==> config.mk <==
export PLATFORM = sky130hd
export DESIGN_NAME = color_ratio_match_debouncer_top
export DESIGN_NICKNAME = d
export VERILOG_FILES = /design/src/design/crmd_pkg.sv /design/src/design/color_ratio_match_debouncer_top.sv
export SDC_FILE = /design/constraint.sdc
export NUM_CORES = 1
export LEC_CHECK = 0
export ABC_AREA = 1
export BUFFER_PORTS_ARGS = -buffer_cell sky130_fd_sc_hd__buf_2
export CAP_MARGIN = 10
export CORE_MARGIN = 10
export CORE_UTILIZATION = 55
export DETAILED_ROUTE_END_ITERATION = 12
export PLACE_DENSITY = 0.8
export SKIP_CTS_REPAIR_TIMING = 1
export SKIP_LAST_GASP = 1
export SLEW_MARGIN = 25
export SYNTH_ARGS = -nofsm -noshare
export SYNTH_HDL_FRONTEND = slang
export SYNTH_SLANG_ARGS = --single-unit
==> constraint.sdc <==
create_clock -name i_clk -period 9.5 [get_ports i_clk]
set_clock_uncertainty 0.05 [all_clocks]
set_input_delay 1.425 -clock i_clk [delete_from_list [all_inputs] [get_ports i_clk]]
set_output_delay 1.425 -clock i_clk [all_outputs]
set_load 0.005 [all_outputs]
==> src/design/crmd_pkg.sv <==
package crmd_pkg;

    localparam logic [3:0] HOME_ENTRY_RUNS = 4'd4;
    localparam logic [3:0] HOME_LEAVE_RUNS = 4'd3;
    localparam logic [3:0] BIN_ENTRY_RUNS  = 4'd3;
    localparam logic [3:0] BIN_LEAVE_RUNS  = 4'd2;
    localparam logic [7:0] MIN_RATIO_TOL    = 8'd8;
    localparam logic [7:0] DOM_WINDOW       = 8'd25;
    localparam logic [7:0] FULL_SCALE       = 8'd255;

    localparam int         NUM_JOBS      = 15;
    localparam logic [3:0] JOB_LAST_HOME = 4'd8;
    localparam logic [3:0] JOB_LAST_ALL  = 4'd14;

    localparam logic [2:0] CFG_HOME_COLOR  = 3'd0;
    localparam logic [2:0] CFG_HOME_TOL    = 3'd1;
    localparam logic [2:0] CFG_TARGET_COLOR = 3'd2;
    localparam logic [2:0] CFG_TARGET_TOL  = 3'd3;
    localparam logic [2:0] CFG_TARGET_BIN  = 3'd4;
    localparam logic [2:0] CFG_SENSOR_READY = 3'd5;

    typedef enum logic [1:0] {
        ST_IDLE,
        ST_LOAD,
        ST_STEP,
        ST_FINISH
    } t_state;

    typedef struct packed {
        logic [7:0] sample_red;
        logic [7:0] sample_green;
        logic [7:0] sample_blue;
    } t_in;

    typedef struct packed {
        logic       home_present;
        logic       bin_present;
        logic       home_match_now;
        logic       bin_match_now;
        logic [7:0] ratio_red;
        logic [7:0] ratio_green;
        logic [7:0] ratio_blue;
    } t_out;

    typedef struct packed {
        logic       flag;
        logic [3:0] enter_run;
        logic [3:0] exit_run;
    } t_deb;

    function automatic logic [7:0] pick_byte(logic [23:0] p, logic [1:0] k);
        case (k)
            2'd0:    pick_byte = p[23:16];
            2'd1:    pick_byte = p[15:8];
            default: pick_byte = p[7:0];
        endcase
    endfunction

    function automatic logic [9:0] byte_sum(logic [23:0] p);
        byte_sum = {2'b00, p[23:16]} + {2'b00, p[15:8]} + {2'b00, p[7:0]};
    endfunction

    function automatic logic [7:0] absdiff(logic [7:0] a, logic [7:0] b);
        absdiff = (a >= b) ? (a - b) : (b - a);
    endfunction

    function automatic logic [2:0] dom_mask(logic [23:0] p);
        logic [7:0] c0;
        logic [7:0] c1;
        logic [7:0] c2;
        logic [7:0] mx;
        c0 = p[23:16];
        c1 = p[15:8];
        c2 = p[7:0];
        mx = c0;
        if (c1 > mx) mx = c1;
        if (c2 > mx) mx = c2;
        dom_mask[0] = (absdiff(c0, mx) <= DOM_WINDOW);
        dom_mask[1] = (absdiff(c1, mx) <= DOM_WINDOW);
        dom_mask[2] = (absdiff(c2, mx) <= DOM_WINDOW);
    endfunction

    function automatic logic chan_ok(logic [7:0] ratio, logic [7:0] rref, logic [7:0] qtol);
        logic [7:0] tol;
        tol = (qtol < MIN_RATIO_TOL) ? MIN_RATIO_TOL : qtol;
        chan_ok = (absdiff(ratio, rref) <= tol);
    endfunction

    function automatic t_deb debounce(t_deb d, logic hit, logic [3:0] en_n, logic [3:0] ex_n);
        t_deb r;
        r = d;
        if (hit) begin
            if (r.enter_run < en_n) r.enter_run = r.enter_run + 4'd1;
            r.exit_run = 4'd0;
            if (r.enter_run >= en_n) r.flag = 1'b1;
        end else begin
            r.enter_run = 4'd0;
            if (r.flag) begin
                if (r.exit_run < ex_n) r.exit_run = r.exit_run + 4'd1;
                if (r.exit_run >= ex_n) r.flag = 1'b0;
            end else begin
                r.exit_run = 4'd0;
            end
        end
        debounce = r;
    endfunction

endpackage

==> src/design/color_ratio_match_debouncer_top.sv <==
// Color ratio matcher with debounced home and target-bin presence flags.
// Input channel: i_in_valid with a t_in sample; the block drives o_in_stall and
// takes a transaction when valid is high and stall is low.
// Output channel: o_out_valid with a t_out result; the receiver drives i_out_stall.
// Configuration channel: i_cfg_valid, i_cfg_index and i_cfg_data, with
// o_cfg_ready always high, so every write completes in its cycle.
// Writes to the home registers clear the home debouncer, and writes to the target
// registers clear the bin debouncer; indexes above five are ignored.
// One shared restoring divider produces every ratio and scaled tolerance, one
// quotient bit per cycle. A division loads its operands in the setup state and
// then steps out its eight quotient bits, or ends in the setup state when the
// divisor is zero or the quotient saturates. Nine divisions run without a target
// bin and fifteen with one, then the finish state completes the match and debounce
// and registers the result. With the sensor not ready no division runs and the
// block goes straight from acceptance to the finish state.
// One sample is processed at a time; the next is accepted once the result has
// been moved to the output register, even while that register is stalled.
// A result waiting behind a stalled receiver holds the block in its final cycle.
// Reset restores the register defaults and clears both debouncers.
module color_ratio_match_debouncer_top
    import crmd_pkg::*;
(
    input  logic        i_clk,
    input  logic        i_rst_n,
    input  logic        i_in_valid,
    output logic        o_in_stall,
    input  t_in         i_in,
    output logic        o_out_valid,
    input  logic        i_out_stall,
    output t_out        o_out,
    input  logic        i_cfg_valid,
    output logic        o_cfg_ready,
    input  logic [2:0]  i_cfg_index,
    input  logic [23:0] i_cfg_data
);

    t_state      r_state;
    t_state      n_state;
    logic [23:0] r_home_color;
    logic [23:0] r_home_tol;
    logic [23:0] r_target_color;
    logic [23:0] r_target_tol;
    logic [7:0]  r_target_bin;
    logic        r_sensor_ready;
    logic [23:0] r_sample;
    logic [3:0]  r_job;
    logic [2:0]  r_step;
    logic [15:0] r_rem;
    logic [16:0] r_dsh;
    logic [6:0]  r_qacc;
    logic [7:0]  r_quo [NUM_JOBS];
    t_deb        r_home_deb;
    t_deb        r_bin_deb;
    t_deb        n_home_deb;
    t_deb        n_bin_deb;
    logic        r_out_valid;
    t_out        r_out;
    t_out        n_out;

    logic        in_accept;
    logic        commit;
    logic        cfg_write;
    logic        home_clear;
    logic        bin_clear;
    logic [23:0] src;
    logic [9:0]  den;
    logic [1:0]  lane;
    logic [7:0]  src_byte;
    logic [15:0] num;
    logic        den_zero;
    logic        sat;
    logic [3:0]  job_last;
    logic        job_is_last;
    logic        step_bit;
    logic [9:0]  home_sum;
    logic [9:0]  tgt_sum;
    logic [23:0] ratio_pack;
    logic [2:0]  smask;
    logic        home_now;
    logic        bin_now;

    assign home_sum   = byte_sum(r_home_color);
    assign tgt_sum    = byte_sum(r_target_color);
    assign job_last    = (r_target_bin != 8'd0) ? JOB_LAST_ALL : JOB_LAST_HOME;
    assign job_is_last = (r_job == job_last);
    assign cfg_write   = i_cfg_valid && o_cfg_ready;
    assign home_clear  = cfg_write && (i_cfg_index inside {CFG_HOME_COLOR, CFG_HOME_TOL});
    assign bin_clear   = cfg_write
        && (i_cfg_index inside {CFG_TARGET_COLOR, CFG_TARGET_TOL, CFG_TARGET_BIN});

    always_comb begin
        case (r_job) inside
            [4'd0:4'd2]: begin
                src = r_sample;
                den = byte_sum(r_sample);
            end
            [4'd3:4'd5]: begin
                src = r_home_color;
                den = home_sum;
            end
            [4'd6:4'd8]: begin
                src = r_home_tol;
                den = home_sum;
            end
            [4'd9:4'd11]: begin
                src = r_target_color;
                den = tgt_sum;
            end
            default: begin
                src = r_target_tol;
                den = tgt_sum;
            end
        endcase
        case (r_job) inside
            4'd0, 4'd3, 4'd6, 4'd9, 4'd12: lane = 2'd0;
            4'd1, 4'd4, 4'd7, 4'd10, 4'd13: lane = 2'd1;
            default: lane = 2'd2;
        endcase
    end

    assign src_byte = pick_byte(src, lane);
    assign num      = {src_byte, 8'd0} - {8'd0, src_byte};
    assign den_zero = (den == 10'd0);
    assign sat      = ({2'b00, num} >= {den, 8'd0});
    assign step_bit = ({1'b0, r_rem} >= r_dsh);

    assign ratio_pack = {r_quo[0], r_quo[1], r_quo[2]};
    assign smask      = dom_mask(ratio_pack);

    always_comb begin
        home_now = (home_sum != 10'd0)
            && ((dom_mask(r_home_color) & smask) != 3'd0)
            && chan_ok(r_quo[0], r_quo[3], r_quo[6])
            && chan_ok(r_quo[1], r_quo[4], r_quo[7])
            && chan_ok(r_quo[2], r_quo[5], r_quo[8]);
        bin_now = (r_target_bin != 8'd0) && (tgt_sum != 10'd0)
            && ((dom_mask(r_target_color) & smask) != 3'd0)
            && chan_ok(r_quo[0], r_quo[9], r_quo[12])
            && chan_ok(r_quo[1], r_quo[10], r_quo[13])
            && chan_ok(r_quo[2], r_quo[11], r_quo[14]);
        if (r_sensor_ready) begin
            n_home_deb = debounce(r_home_deb, home_now, HOME_ENTRY_RUNS, HOME_LEAVE_RUNS);
            n_bin_deb  = debounce(r_bin_deb, bin_now, BIN_ENTRY_RUNS, BIN_LEAVE_RUNS);
            n_out.home_match_now = home_now;
            n_out.bin_match_now  = bin_now;
            if (r_target_bin != 8'd0) begin
                n_out.ratio_red   = r_quo[0];
                n_out.ratio_green = r_quo[1];
                n_out.ratio_blue  = r_quo[2];
            end else begin
                n_out.ratio_red   = 8'd0;
                n_out.ratio_green = 8'd0;
                n_out.ratio_blue  = 8'd0;
            end
        end else begin
            n_home_deb      = r_home_deb;
            n_bin_deb       = r_bin_deb;
            n_home_deb.flag = 1'b0;
            n_bin_deb.flag  = 1'b0;
            n_out.home_match_now = 1'b0;
            n_out.bin_match_now  = 1'b0;
            n_out.ratio_red   = 8'd0;
            n_out.ratio_green = 8'd0;
            n_out.ratio_blue  = 8'd0;
        end
        n_out.home_present = n_home_deb.flag;
        n_out.bin_present  = n_bin_deb.flag;
    end

    always_comb begin
        n_state = r_state;
        case (r_state)
            ST_IDLE: begin
                if (i_in_valid) begin
                    n_state = r_sensor_ready ? ST_LOAD : ST_FINISH;
                end
            end
            ST_LOAD: begin
                if (den_zero || sat) begin
                    n_state = job_is_last ? ST_FINISH : ST_LOAD;
                end else begin
                    n_state = ST_STEP;
                end
            end
            ST_STEP: begin
                if (r_step == 3'd0) begin
                    n_state = job_is_last ? ST_FINISH : ST_LOAD;
                end
            end
            ST_FINISH: begin
                if (!r_out_valid || !i_out_stall) begin
                    n_state = ST_IDLE;
                end
            end
            default: n_state = ST_IDLE;
        endcase
    end

    always_comb begin
        o_in_stall  = (r_state != ST_IDLE);
        in_accept   = i_in_valid && (r_state == ST_IDLE);
        commit      = (r_state == ST_FINISH) && (!r_out_valid || !i_out_stall);
        o_cfg_ready = 1'b1;
        o_out_valid = r_out_valid;
        o_out       = r_out;
    end

    always_ff @(posedge i_clk) begin
        if (!i_rst_n) begin
            r_state <= ST_IDLE;
        end else begin
            r_state <= n_state;
        end
    end

    always_ff @(posedge i_clk) begin
        if (in_accept) begin
            r_sample <= i_in;
            r_job    <= 4'd0;
        end
        case (r_state)
            ST_LOAD: begin
                if (den_zero) begin
                    r_quo[r_job] <= 8'd0;
                    r_job        <= r_job + 4'd1;
                end else if (sat) begin
                    r_quo[r_job] <= FULL_SCALE;
                    r_job        <= r_job + 4'd1;
                end else begin
                    r_rem  <= num;
                    r_dsh  <= {den, 7'd0};
                    r_qacc <= 7'd0;
                    r_step <= 3'd7;
                end
            end
            ST_STEP: begin
                if (step_bit) begin
                    r_rem <= r_rem - r_dsh[15:0];
                end
                r_dsh  <= r_dsh >> 1;
                r_qacc <= {r_qacc[5:0], step_bit};
                r_step <= r_step - 3'd1;
                if (r_step == 3'd0) begin
                    r_quo[r_job] <= {r_qacc, step_bit};
                    r_job        <= r_job + 4'd1;
                end
            end
            default: begin
            end
        endcase
        if (commit) begin
            r_out <= n_out;
        end
    end

    always_ff @(posedge i_clk) begin
        if (!i_rst_n) begin
            r_out_valid    <= 1'b0;
            r_home_deb     <= '0;
            r_bin_deb      <= '0;
            r_home_color   <= 24'h555555;
            r_home_tol     <= 24'h141414;
            r_target_color <= 24'h000000;
            r_target_tol   <= 24'h000000;
            r_target_bin   <= 8'd0;
            r_sensor_ready <= 1'b1;
        end else begin
            if (commit) begin
                r_out_valid <= 1'b1;
            end else if (!i_out_stall) begin
                r_out_valid <= 1'b0;
            end
            if (home_clear) begin
                r_home_deb <= '0;
            end else if (commit) begin
                r_home_deb <= n_home_deb;
            end
            if (bin_clear) begin
                r_bin_deb <= '0;
            end else if (commit) begin
                r_bin_deb <= n_bin_deb;
            end
            if (cfg_write) begin
                case (i_cfg_index)
                    CFG_HOME_COLOR: begin
                        r_home_color <= i_cfg_data;
                    end
                    CFG_HOME_TOL: begin
                        r_home_tol <= i_cfg_data;
                    end
                    CFG_TARGET_COLOR: begin
                        r_target_color <= i_cfg_data;
                    end
                    CFG_TARGET_TOL: begin
                        r_target_tol <= i_cfg_data;
                    end
                    CFG_TARGET_BIN: begin
                        r_target_bin <= i_cfg_data[7:0];
                    end
                    CFG_SENSOR_READY: begin
                        r_sensor_ready <= i_cfg_data[0];
                    end
                    default: begin
                    end
                endcase
            end
        end
    end

    // The division sequence never runs past the last tolerance quotient.
    assert property (@(posedge i_clk) disable iff (!i_rst_n)
        (r_state == ST_LOAD || r_state == ST_STEP) |-> (r_job <= JOB_LAST_ALL))
        else $error("division job index out of range");

    // A home register write leaves the home debouncer cleared.
    assert property (@(posedge i_clk) disable iff (!i_rst_n)
        (cfg_write && (i_cfg_index == CFG_HOME_COLOR || i_cfg_index == CFG_HOME_TOL))
        |=> (r_home_deb == '0))
        else $error("home debouncer not cleared by home register write");

    // The enter runs saturate at their thresholds.
    assert property (@(posedge i_clk) disable iff (!i_rst_n)
        (r_home_deb.enter_run <= HOME_ENTRY_RUNS) && (r_bin_deb.enter_run <= BIN_ENTRY_RUNS))
        else $error("enter run beyond its threshold");

    // The exit runs saturate at their thresholds.
    assert property (@(posedge i_clk) disable iff (!i_rst_n)
        (r_home_deb.exit_run <= HOME_LEAVE_RUNS) && (r_bin_deb.exit_run <= BIN_LEAVE_RUNS))
        else $error("exit run beyond its threshold");

endmodule

# == Yosys cells after proc, flatten, opt, wreduce, memory -nomap -nowiden ==
# Memory sizes are Yosys's and may differ from the RTL's.
# Index checks and enable logic that the tools add are counted.
# W data, S select, Z words.
# op_classes
add_sub_neg,44
order_cmp,60
n_eq_ne,26
muxes,103
bitwise_logic,5
n_reduce_logical,51
# ops
cell,n
$sub A8 B8 Y8,30
$mux W8,29
$ge A8 B8 Y1,15
$mux W24,4
$mux W4,20
$le A8 B5 Y1 const B,9
$gt A8 B8 Y1,6
$le A8 B8 Y1,6
$lt A8 B4 Y1 const B,6
$mux W16,3
$mux W9,4
$mux W17,2
$pmux W17 S2,1
$pmux W16 S2,1
$add A9 B8 Y10,3
$mux W10,3
$add A8 B8 Y9,3
$add A4 B1 Y4 const B,5
$reduce_bool A10 Y1,2
$ge A16 B18 Y1,1
$mux W1,18
$ge A16 B17 Y1,1
$logic_and A1 B1 Y1,17
$eq A4 B4 Y1 const B,4
48 further kinds,96
# word_totals
ff_bits,225
mem_bits_rw,120
in_bits,56
output_inout_bits,31
n_memories,1
# mem_list
memory,words,word_bits,rd,rd_clocked_by_memory_dff,write_ports,line,text
r_quo,15,8,15,0,1,color_ratio_match_debouncer_top.sv:51,logic [7:0] r_quo [NUM_JOBS];

# == Longest topological paths before layout ==
# An unclocked memory read counts as a cell.
# depth
word_depth,21
depth_mapped,46
mapped_depth_nobuf,44

# == Least setup slack after synthesis ==
# OpenSTA, ideal clock, no wires.
# synth_timing
path_type,register -> register
start,register r_job[1]
end,"register r_rem[0], enable pin"
t_arrival_ns,5.755
setup_slack_ns,3.321
path_stages_with_launch,30
n_path_buf,0
synth_period_minus_slack_ns,6.179
cell_sequence,dfxtp_1 inv_2 ha_1 inv_1 nor2_4 nor3_4 nand2_4 nor2_8 inv_2 o22ai_1 nand2_1 nand3_2 ha_1 inv_1 nor2_4 nand3_2 o21ai_0 xor2_1 ha_1 nand2_1 inv_1 nand2_1 or2_2 a31oi_1 a211oi_1 o41ai_2 nand2_1 nand2_1 a21boi_1 o21a_1
# synth_between
elab_chain_len,11
word_cells_on_any_way,42
cone_classes,add/sub: 1; order compare: 9; eq/ne: 12; mux: 10; reduce/logical: 10
# synth_rtl
element,line,text
from (decl),color_ratio_match_debouncer_top.sv:46,logic [3:0] r_job;
from (signal assigned),color_ratio_match_debouncer_top.sv:225,r_job <= r_job + 4'd1;
from (signal assigned),color_ratio_match_debouncer_top.sv:228,r_job <= r_job + 4'd1;
from (signal assigned),color_ratio_match_debouncer_top.sv:245,r_job <= r_job + 4'd1;
$ge A4 B4 Y1 (no source line) or $le A4 B4 Y1 (tied branches),--,
$logic_and A1 B1 Y1 (no source line),--,
$mux W24 (4 in a row),color_ratio_match_debouncer_top.sv:92,case (r_job) inside
$pmux W8 S2,crmd_pkg.sv:52,case (k)
$sub A16 B8 Y16,color_ratio_match_debouncer_top.sv:122,"assign num = {src_byte, 8'd0} - {8'd0, src_byte};"
$ge A16 B18 Y1,color_ratio_match_debouncer_top.sv:124,"assign sat = ({2'b00, num} >= {den, 8'd0});"
$ne A2 B2 Y1 (no source line),--,
$reduce_and A4 Y1 (no source line) *,--,
to (signal assigned),color_ratio_match_debouncer_top.sv:230,r_rem <= num;
to (signal assigned),color_ratio_match_debouncer_top.sv:238,r_rem <= r_rem - r_dsh[15:0];
to (decl),color_ratio_match_debouncer_top.sv:48,logic [15:0] r_rem;
# Every way passes the cells marked *; elsewhere a longest branch is shown, timed or not.
# A chain may end at the register's enable or synchronous reset.

==> impl_results.md <==
* Status: finished, final reports clean
* Pwr Density at roughly 280 nW/um^2
* Area Overhead vs Synth at 7.793%
* Clock Tree Buf Depth at 3
* Crit Path Category: register to register
* Critical Path Sink Type: register
* Via/cell ratio at approximately 5.7
* Root Driver: clkbuf_16
* Hold Vio Cnt, Final at 0
* Die area at 63070 um^2
* Clk Latency, worst-skew pair at 0.58 ns
* Crit path time final at 7.430 ns
* WL final at 85040 um
* Critical path peak fanout at 17
* Largest net degree at the start of global routing at 87
* IO buf count at 85
* Vias in the first global route at 24970
* Hpwl dp at about 65000 um
* CP arrival at 7.83 ns
* Crit path largest cell delay at 0.74 ns
* Final Wtd Congestion at 0.9988
* Post-synth ARST share at 0%
* I/O Pins at 87
* Internal power at 0.004609 W
* Leading area contributor after synthesis: edfxtp_1
* Fmax at 0.1346 GHz
* Crit start category: register
* Placed insts at approximately 4500
* Comb power frac at between 50% and 60%
* Hold Path Class: register to register
* Die Width at between 200 and 300 um
* Number of max-cap violations at 0
* Ant. Diodes at 0
* Sw frac at between 40% and 50%
* TritonCTS Buffers at 40
* Row Count at between 80 and 90
* Synth Register Bits at approximately 350
* Commonest cells after routing, fill and taps aside: nand2_1 (782), inv_1 (544), ha_1 (369), a21oi_1 (299), nor2_1 (289)
* Sequential area share after synthesis at 30.83%
* Grt total ovfl at 0
* Tcrit/Tclk final at approximately four fifths
* Relative slew slack at 33.93%
* Gr usage total at 26.26%
* Die Ht at 251.1 um
* Post-Synthesis Cells at approximately 3800
* RSZ-0062 raised after global routing: false
* Finished Layout Cells at between 4000 and 5000
* Synth warn at 0
* Required time of the critical path at 9.90 ns
* Slew Viols, Final at 0
* First-pass GRT wire length at approximately 130000 um
* Residual DRC count at 0
* CTS tree: yes
* Via Count at 26200
* Mapped Avg Cell Area at roughly 7.7 um^2
* Htree depth at 2
* DR pass1 iterations at 5
* Pre-CTS WS at roughly 2.1 ns
* Clock Sinks at about 350
* Max VDD drop at approximately 0.23 mV
* Seq pwr share at roughly a quarter
* Clock transition at the registers of the reported paths at 0.06 ns
* Final Util at 60.03%
* Reg2reg setup slack at 2.07 ns
* Initial Util at between 50% and 60%
* Post-DRT Antenna Nets at 0
* Top FF cell, synth: edfxtp_1
* Nets@finish at around 4300
* Synth Cell Area at 29380 um^2
* P_leak at 15.46 nW
* Drt wl/cell at roughly 19 um
* Core ar. at approximately 53000 um^2
* Worst-Margin Slew at 0.9806 ns
* Setup TNS at 0 ns
* Commonest non-fill, non-tap cell in the layout: nand2_1
* Initial antenna violation count at 1
* NetSw at 0.004144 W
* Synth area leaders: edfxtp_1 (22%), ha_1 (16%), nand2_1 (10%), dfxtp_1 (8.9%), inv_1 (6.9%)
* DR iter-0 viols at 2521
* Clock share of power at 18.0%
* Synth cell types at 72
* Most used cell, CP: nand2_1
* Share of cells above drive strength 1 at 7.609%
* Setup slack after layout at 2.070 ns
* EDFF count, synth at 215
* Slowest-stage cell, CP: nor2_1
* Setup-failing EPs final at 0
* Yosys top cell area share at 21.97%
* Syn_nets at ~4300
-- cell usage after synthesis, drive strengths merged, types with 9 or more instances --
master and instances:
buf 24, o211ai 47, o21a 9, a21oi 301
a31oi 13, fa 52, nor3 29, inv 571
nor2 308, xnor2 41, o21ai 308, nor4 14
xor2 116, o21bai 18, edfxtp 215, nand3 221
ha 369, nand4 38, clkbuf 68, a211oi 20
dfxtp 130, nand2 829
-- worst paths after layout --
kind                      start            end  depth (start not counted)
setup reg to reg    r_quo[0][1]   r_bin_deb[1]                         38
hold reg to reg   r_home_deb[3]  r_home_deb[3]                          2
hold / removal    r_home_deb[3]  r_home_deb[3]                          2
setup / recovery    r_quo[0][1]   r_bin_deb[1]                         38
-- cells by family (layout without fill, tap and decap cells) --
kind of cell | count (synthesis) | in the layout | synth area share [%]
compound gates | 760 | 760 | 14.59
xor+xnor | 157 | 157 | 4.680
fa+ha+maj | 421 | 421 | 19.26
buf+inv | 665 | 744 | 8.794
flops | 345 | 345 | 30.83
mux | 12 | 12 | 0.4343
other cells | 1 | 1 | 0.01276
simple gates | 1450 | 1450 | 21.41
-- power groups by stage --
stage | Sequential, W | Combinational [W] | Clock, W
after floorplan | 0.00201 | 0.00386 | 0
after global placement | 0.00206 | 0.00500 | 0
after detailed placement | 0.00207 | 0.00504 | 0
after CTS | 0.00204 | 0.00507 | 0.00159
after global routing | 0.00205 | 0.00582 | 0.00165
final | 0.00204 | 0.00514 | 0.00158
-- area by class of cell --
type                       count  area, um^2
clock buffer                  47        1059
multi-input combinational   2801       17760
inverter                     573        2161
clock inverter                27       257.7
timing repair buffer          97       515.5
sequential                   345        9059
tap                          688       860.8
fill                        4727       21090
-- registers in the layout, indices dropped and copies added, names as in the netlist, 2 cells and up --
signal          cells
r_job               4
r_step              3
r_rem              16
r_home_deb          9
r_home_color       24
r_target_bin        8
r_dsh              17
r_state             2
r_target_tol       24
r_sample           24
o_out              28
r_target_color     24
r_quo             120
r_bin_deb           9
r_home_tol         24
r_qacc              7
-- metrics by stage --
step	power [W]	hold slack, ns	instance area [um^2]
5_1_grt	0.009527	0.3983	31670
6_report	0.008753	0.3757	31670
3_5_place_dp	0.007105	0.3677	30360
2_1_floorplan	0.005871	0.3583	29380
4_1_cts	0.008701	0.3773	31670
3_3_place_gp	0.007061	0.3673	30350
-- metal layers --
metal  global-route usage [%]  share of wire [%]
met1                    33.51                 41
met5                    1.850               0.20
met2                    41.85                 45
met4                    12.66                4.8
met3                    5.293                9.2
-- worst max-delay path, delay by kind of cell (launching register included) --
kind                     cells  cell delay, ns
flip-flops                   1            0.61
adder cells (fa/ha/maj)      3            1.26
AO/OA/AOI/OAI                3            0.92
AND/OR/NAND/NOR             28            3.67
buffers and inverters        4            0.77
(Power assumes the default switching activity.)
